`src/design/imucf_pkg.sv`:
```
// Shared types, constants and functions of the IMU complementary filter.
`default_nettype none
package imucf_pkg;

	localparam int IN_W   = 24;
	localparam int ANG_W  = 32;
	localparam int CFG_W  = 31;
	localparam int WT_W   = 17;
	localparam int SAT_W  = 72;
	localparam int CXY_W  = 44;
	localparam int CZ_W   = 34;
	localparam int MA_W   = 34;
	localparam int MB_W   = 33;
	localparam int PROD_W = MA_W + MB_W;
	localparam int MAX_ITERS = 24;

	localparam logic [2:0] REG_WINDOW_LOW    = 3'd0;
	localparam logic [2:0] REG_WINDOW_HIGH   = 3'd1;
	localparam logic [2:0] REG_KEEP_WEIGHT   = 3'd2;
	localparam logic [2:0] REG_ACCEL_WEIGHT  = 3'd3;
	localparam logic [2:0] REG_RATE_DIVISOR  = 3'd4;
	localparam logic [2:0] REG_SAMPLE_PERIOD = 3'd5;
	localparam logic [2:0] REG_DEG_PER_RAD   = 3'd6;

	localparam logic signed [CZ_W-1:0] HALF_PI_Q30 = 34'sd1686629713;

	typedef enum logic [3:0] {
		CMD_NONE,
		CMD_LOAD,
		CMD_DIV_INIT,
		CMD_DIV_STEP,
		CMD_MUL_RATE,
		CMD_INTEGRATE,
		CMD_COR_INIT,
		CMD_COR_STEP,
		CMD_MUL_DEG,
		CMD_MUL_KEEP,
		CMD_MUL_ACC,
		CMD_BLEND,
		CMD_EMIT
	} cmd_op_t;

	typedef struct packed {
		cmd_op_t op;
		logic    axis;   // 0 pitch, 1 roll
	} cmd_t;

	typedef struct packed {
		logic div_done;
		logic cor_done;
		logic in_window;
		logic out_busy;
	} status_t;

	typedef enum logic [3:0] {
		ST_IDLE,
		ST_DIV_INIT,
		ST_DIV,
		ST_MUL_RATE,
		ST_INTEGRATE,
		ST_COR_INIT,
		ST_COR,
		ST_MUL_DEG,
		ST_MUL_KEEP,
		ST_MUL_ACC,
		ST_BLEND,
		ST_EMIT
	} state_t;

	function automatic logic signed [CZ_W-1:0] atan_q30(input logic [4:0] i);
		case (i)
			5'd0:  atan_q30 = 34'sd843314857;
			5'd1:  atan_q30 = 34'sd497837830;
			5'd2:  atan_q30 = 34'sd263043837;
			5'd3:  atan_q30 = 34'sd133525159;
			5'd4:  atan_q30 = 34'sd67021687;
			5'd5:  atan_q30 = 34'sd33543516;
			5'd6:  atan_q30 = 34'sd16775851;
			5'd7:  atan_q30 = 34'sd8388438;
			5'd8:  atan_q30 = 34'sd4194284;
			5'd9:  atan_q30 = 34'sd2097149;
			5'd10: atan_q30 = 34'sd1048576;
			5'd11: atan_q30 = 34'sd524288;
			5'd12: atan_q30 = 34'sd262144;
			5'd13: atan_q30 = 34'sd131072;
			5'd14: atan_q30 = 34'sd65536;
			5'd15: atan_q30 = 34'sd32768;
			5'd16: atan_q30 = 34'sd16384;
			5'd17: atan_q30 = 34'sd8192;
			5'd18: atan_q30 = 34'sd4096;
			5'd19: atan_q30 = 34'sd2048;
			5'd20: atan_q30 = 34'sd1024;
			5'd21: atan_q30 = 34'sd512;
			5'd22: atan_q30 = 34'sd256;
			5'd23: atan_q30 = 34'sd128;
			default: atan_q30 = '0;
		endcase
	endfunction

	function automatic logic signed [ANG_W-1:0] sat32(input logic signed [SAT_W-1:0] v);
		if (v > SAT_W'(64'sd2147483647))
			sat32 = 32'sh7FFFFFFF;
		else if (v < -SAT_W'(64'sd2147483648))
			sat32 = 32'sh80000000;
		else
			sat32 = v[ANG_W-1:0];
	endfunction

endpackage
`default_nettype wire

```
`src/design/imucf_ctrl.sv`:
```
// Sequencer of the filter: issues datapath commands for one sample at a time.
`default_nettype none
module imucf_ctrl (
	input  wire logic              clk,
	input  wire logic              arst_n,
	input  wire logic              s_tvalid,
	output logic                   s_tready,
	input  wire imucf_pkg::status_t status,
	output imucf_pkg::cmd_t        cmd
);

	imucf_pkg::state_t state_q, state_d;
	logic axis_q, axis_d;

	always_ff @(posedge clk or negedge arst_n) begin
		if (!arst_n) begin
			state_q <= imucf_pkg::ST_IDLE;
			axis_q  <= 1'b0;
		end else begin
			state_q <= state_d;
			axis_q  <= axis_d;
		end
	end

	always_comb begin
		state_d  = state_q;
		axis_d   = axis_q;
		s_tready = 1'b0;
		cmd.op   = imucf_pkg::CMD_NONE;
		cmd.axis = axis_q;
		case (state_q)
			imucf_pkg::ST_IDLE: begin
				s_tready = 1'b1;
				if (s_tvalid) begin
					cmd.op  = imucf_pkg::CMD_LOAD;
					axis_d  = 1'b0;
					state_d = imucf_pkg::ST_DIV_INIT;
				end
			end
			imucf_pkg::ST_DIV_INIT: begin
				cmd.op  = imucf_pkg::CMD_DIV_INIT;
				state_d = imucf_pkg::ST_DIV;
			end
			imucf_pkg::ST_DIV: begin
				if (status.div_done)
					state_d = imucf_pkg::ST_MUL_RATE;
				else
					cmd.op = imucf_pkg::CMD_DIV_STEP;
			end
			imucf_pkg::ST_MUL_RATE: begin
				cmd.op  = imucf_pkg::CMD_MUL_RATE;
				state_d = imucf_pkg::ST_INTEGRATE;
			end
			imucf_pkg::ST_INTEGRATE: begin
				cmd.op = imucf_pkg::CMD_INTEGRATE;
				if (!axis_q) begin
					axis_d  = 1'b1;
					state_d = imucf_pkg::ST_DIV_INIT;
				end else if (status.in_window) begin
					axis_d  = 1'b0;
					state_d = imucf_pkg::ST_COR_INIT;
				end else begin
					state_d = imucf_pkg::ST_IDLE;
				end
			end
			imucf_pkg::ST_COR_INIT: begin
				cmd.op  = imucf_pkg::CMD_COR_INIT;
				state_d = imucf_pkg::ST_COR;
			end
			imucf_pkg::ST_COR: begin
				if (status.cor_done)
					state_d = imucf_pkg::ST_MUL_DEG;
				else
					cmd.op = imucf_pkg::CMD_COR_STEP;
			end
			imucf_pkg::ST_MUL_DEG: begin
				cmd.op  = imucf_pkg::CMD_MUL_DEG;
				state_d = imucf_pkg::ST_MUL_KEEP;
			end
			imucf_pkg::ST_MUL_KEEP: begin
				cmd.op  = imucf_pkg::CMD_MUL_KEEP;
				state_d = imucf_pkg::ST_MUL_ACC;
			end
			imucf_pkg::ST_MUL_ACC: begin
				cmd.op  = imucf_pkg::CMD_MUL_ACC;
				state_d = imucf_pkg::ST_BLEND;
			end
			imucf_pkg::ST_BLEND: begin
				cmd.op = imucf_pkg::CMD_BLEND;
				if (!axis_q) begin
					axis_d  = 1'b1;
					state_d = imucf_pkg::ST_COR_INIT;
				end else begin
					state_d = imucf_pkg::ST_EMIT;
				end
			end
			imucf_pkg::ST_EMIT: begin
				if (!status.out_busy) begin
					cmd.op  = imucf_pkg::CMD_EMIT;
					state_d = imucf_pkg::ST_IDLE;
				end
			end
			default: state_d = imucf_pkg::ST_IDLE;
		endcase
	end

endmodule
`default_nettype wire

```
`config.mk`:
```
export PLATFORM = sky130hd
export DESIGN_NAME = imucf_ctrl
export DESIGN_NICKNAME = d
export VERILOG_FILES = /design/src/design/imucf_pkg.sv /design/src/design/imucf_ctrl.sv
export SDC_FILE = /design/constraint.sdc
export NUM_CORES = 1
export LEC_CHECK = 0
export BUFFER_PORTS_ARGS = -buffer_cell sky130_fd_sc_hd__buf_4
export CAP_MARGIN = 30
export CELL_PAD_IN_SITES_DETAIL_PLACEMENT = 0
export CELL_PAD_IN_SITES_GLOBAL_PLACEMENT = 1
export CORE_AREA = 10 10 47 49
export CTS_CLUSTER_DIAMETER = 30
export DETAILED_ROUTE_END_ITERATION = 10
export DIE_AREA = 0 0 57 59
export HOLD_SLACK_MARGIN = 0.15
export PLACE_DENSITY_LB_ADDON = 0.1
export SYNTH_ARGS = -nofsm -noshare
export SYNTH_HDL_FRONTEND = slang
export SYNTH_SLANG_ARGS = --single-unit
```
`constraint.sdc`:
```
create_clock -name clk -period 4.65 [get_ports clk]
set_clock_uncertainty 0.15 [all_clocks]
set_input_delay 0.465 -clock clk [delete_from_list [all_inputs] [get_ports clk]]
set_output_delay 0.465 -clock clk [all_outputs]
set_load 0.02 [all_outputs]
```
---- After elaboration in Yosys (flattened, before gate mapping) ----
Index checks and enable logic that the tools add are counted.
storage, ports and cells
  flip-flop bits (word level) ............. 5
  input bits .............................. 7
  output and inout port bits .............. 6
  logic and storage cells ................. 39
cells by class
  equal/unequal tests ..................... 15
  multiplexer cells ....................... 18
  reduce and logical (&&, ||, !) cells .... 4
operators with widths
  kind                count
  $pmux 4 s12         2
  $mux 4              6
  $eq 4x3->1 const B  4
  $eq 4x4->1 const B  4
  $mux 3              3
  $eq 4x2->1 const B  2
  $ne 2x2->1 const B  4
  $mux 1              5
  $eq 4x1->1 const B  1
  $logic_not 4->1     1
  $reduce_and 4->1    1
  $pmux 1 s3          1
  $reduce_bool 3->1   1
  $mux 2              1
  $reduce_and 2->1    1

---- Logic depth before layout (Yosys ltp) ----
  word-level depth ........................ 3
  gate-level depth with buffers ........... 5
  depth with buffers taken out ............ 4

---- Worst setup path before layout ----
OpenSTA, ideal clock, no wires.
  path kind ............................... input-to-output
  start ................................... in status[3] in the netlist's numbering
  end ..................................... out cmd[2] in the netlist's numbering
  data arrival time ....................... 1.484 ns
  data required time ...................... 4.035 ns
  setup slack ............................. 2.551 ns
  cell stages on the path ................. 4
  path buffers ............................ 0
  cells stage by stage .................... nor2b_1 a2111oi_2 nor2_1 a21oi_1
RTL lines
  item                line             source
  start: declaration  imucf_ctrl.sv:8  input wire imucf_pkg::status_t status,
  end: declaration    imucf_ctrl.sv:9  output imucf_pkg::cmd_t cmd

==> results.yml <==
floorplan:
  initial_core_util_pct: 33.21
  rows: 14
  fp.dieW_um: 57
  core_area_um2: 1401
  die_area_um2: 3363
  ios: 13
  chipHeight_um: 59
yosys:
  synth_nets: 67
  postSynth.asyncResetShare_pct: 100.0
  synth_cells: 60
  yosysTopAreaCellShare_pct: 26.88
  yosys_most_used_dff: "dfrtp_1"
  synth_xor_area_share_pct: 1.882
  synthTopCellsByArea: "dfrtp_1 27%, a21oi_1 6.5%, o21ai_0 6.5%"
  syn_area_um2: 465.4
  yosys.area.top_type: "dfrtp_1"
  synth.avg_cell_area_um2: 7.757
  synth_enable_flop_cells: 0
  synthAdderAreaFrac_pct: 0
  ys_ff_latch: 5
  ys_seq_area_share_pct: 26.88
  synth_common_cells: "6 x a21oi_1, 6 x o21ai_0, 5 x dfrtp_1, 4 x nand2_1, 4 x nor2_1"
  ys_types: 30
  synth-simple-area-share_pct: 26.88
  synth_top_family_by_area: "compound AO/OA/AOI/OAI gates"
  muxShareOfSynthArea_pct: 0
  synth_compound_area_share_pct: 34.95
  yosys_warnings: 0
power:
  power_density_nw_per_um2: 799.1
  leakagePower_nw: 0.2294
  irDropWorstVdd_mv: 0.3691
worst_setup_path:
  critPathBufInv: 1
  reg2reg_from: "state_q[1]$_DFFE_PN0P_"
  startpoint_type: "flip-flop"
  end_kind: "output pin"
  critPathSlowestCell: "dfrtp_1"
  r2r_slack_ns: 2.64
  path_depth: 5
  cp_cell_sequence: "nand2b_1 > a2111oi_2 > nor2_1 > a21oi_1 > buf_4"
  path_delay_family: "flip-flops"
  cp_max_fo: 22
  crit_type: "flip-flop to output pin"
  cp.required_ns: 4.03
  reg2reg_to: "state_q[1]$_DFFE_PN0P_"
  reg2reg_depth: 4
  cp.arrival_ns: 2.04
  critPathMaxStageDelay_ns: 0.75
timing:
  hold_violations: 0
  relSlewSlack_pct: 57.10
  setup_tns_ns: 0
  slew_violations: 0
  grt_setup_unrepaired: "false"
  whs_ns: 0.4126
  period_minus_slack_ns: 2.657
  period_share_pct: 57.13
  max_freq_ghz: 0.3764
  max_slew.worst_pin.slew_ns: 0.6434
  fin_ws_ns: 1.993
  finalSetupViolations: 0
placement:
  gp_congestion: 0.7593
  dp_slack_ns: 2.231
  dp_hpwl_um: 860.9
  port_buffers: 12
clocking:
  cts_buffer_depth: 2
  cts.clk_slew.worst_paths_ns: 0.04
  cts_made_buffers: 3
  clock_sinks: 5
  cts_max_level: 1
  clkLatencyLatePin_ns: 0.24
  cts_tree: "built"
  cts-root-buf: "clkbuf_4"
global_routing:
  grt_start_max_net_pins: 23
  antenna_found_initial: 0
  grt-ovfl-total: 0
  grt_pass1_vias: 491
  grt_pass1_wl_um: 2194
  track_usage_pct: 8.087
finish:
  nets: 78
  fin_util_pct: 40.80
  n_antenna_cell: 0
  syn2layout_area_growth_pct: 22.85
  layout-drive-gt1-share_pct: 25.71
detailed_routing:
  vias: 482
  drcViolationCount: 0
  vias_per_cell: 5.605
  drt-initial-drc-count: 7
  route.detailed.wl_per_inst_um: 14.26
  ant_nets: 0
  drt_first_pass_iters: 3
  drt_wl_total_um: 1226
job:
  cap_violations: 0
min_path:
  hp-class: "primary input to async pin"
status:
  status: "completed"
repair_timing:
item	in CTS	in global routing
hold buffers	1	0
hold endpoints to repair	5	0
buffers inserted	0	0
gates resized for setup	0	0
cells in the final DEF (no fill, tap or decap), types with 2 or more instances in the layout:
master / instances
buf_4: 12
o21ai_0: 6
a21oi_1: 6
dfrtp_1: 5
nand2_1: 4
nor2_1: 4
nor2b_1: 3
a22o_1: 3
clkbuf_4: 3
nor4_1: 2
nand3_1: 2
nor3b_1: 2
layer usage:
layer	part of all wire, %	up-vias	track usage, %
li1	-	248	-
met1	45	221	8.816
met5	0	-	0
met2	48	11	13.02
met3	6.3	2	3.648
met4	0.82	0	4.027
per-stage QoR:
step	instances	total power, mW	cell area, um2
4_1_cts	86	0.4637	571.8
6_report	86	0.4569	571.8
5_1_grt	86	0.5085	571.8
3_3_place_gp	81	0.4157	535.5
3_5_place_dp	81	0.4105	535.5
2_1_floorplan	60	0.3356	465.4
area by class of cell:
cell class | instances | area, um2
clock buffer | 4 | 26.28
multi-input combinational | 47 | 296.5
timing repair buffer | 13 | 100.1
fill | 157 | 829.5
inverter | 1 | 3.754
tap | 16 | 20.02
sequential | 5 | 125.1
state kept, by name, indices dropped and copies added, names as in the netlist:
signal   cells
axis_q       1
state_q      4
worst reg2reg max path, stage by stage (launching register included):
cell and delay [ns]:
dfrtp_1 0.75, nand2b_1 0.19, a2111oi_2 0.49, o21ai_0 0.17
o41ai_1 0.12
where the power goes:
group	total (mW)	switching [mW]	internal [mW]
combinational	0.258	0.130	0.128
sequential	0.148	0.0846	0.0639
clock	0.0501	0.0177	0.0324
total	0.457	0.232	0.225
logic make-up (layout without fill, tap and decap cells):
kind of cell / count (synthesis) / after routing
AO/OA/AOI/OAI: 24 / 24
flip-flops: 5 / 5
buffers and inverters: 8 / 18
XOR/XNOR: 1 / 1
AND/OR/NAND/NOR: 22 / 22
worst max-delay path by stage:
| stage | startpoint | to | slack, ns |
|---|---|---|---|
| 6_report | state_q[1]$_DFFE_PN0P_ | cmd[2] | 1.99 |
| 5_1_grt | state_q[1]$_DFFE_PN0P_ | cmd[2] | 1.75 |
| 4_1_cts | state_q[1]$_DFFE_PN0P_ | cmd[2] | 1.97 |
| 3_5_place_dp | state_q[1]$_DFFE_PN0P_ | cmd[2] | 2.23 |
| 3_3_place_gp | state_q[1]$_DFFE_PN0P_ | cmd[2] | 2.30 |
| 2_1_floorplan | status[3] | cmd[2] | 2.55 |
(Power assumes the default switching activity.)
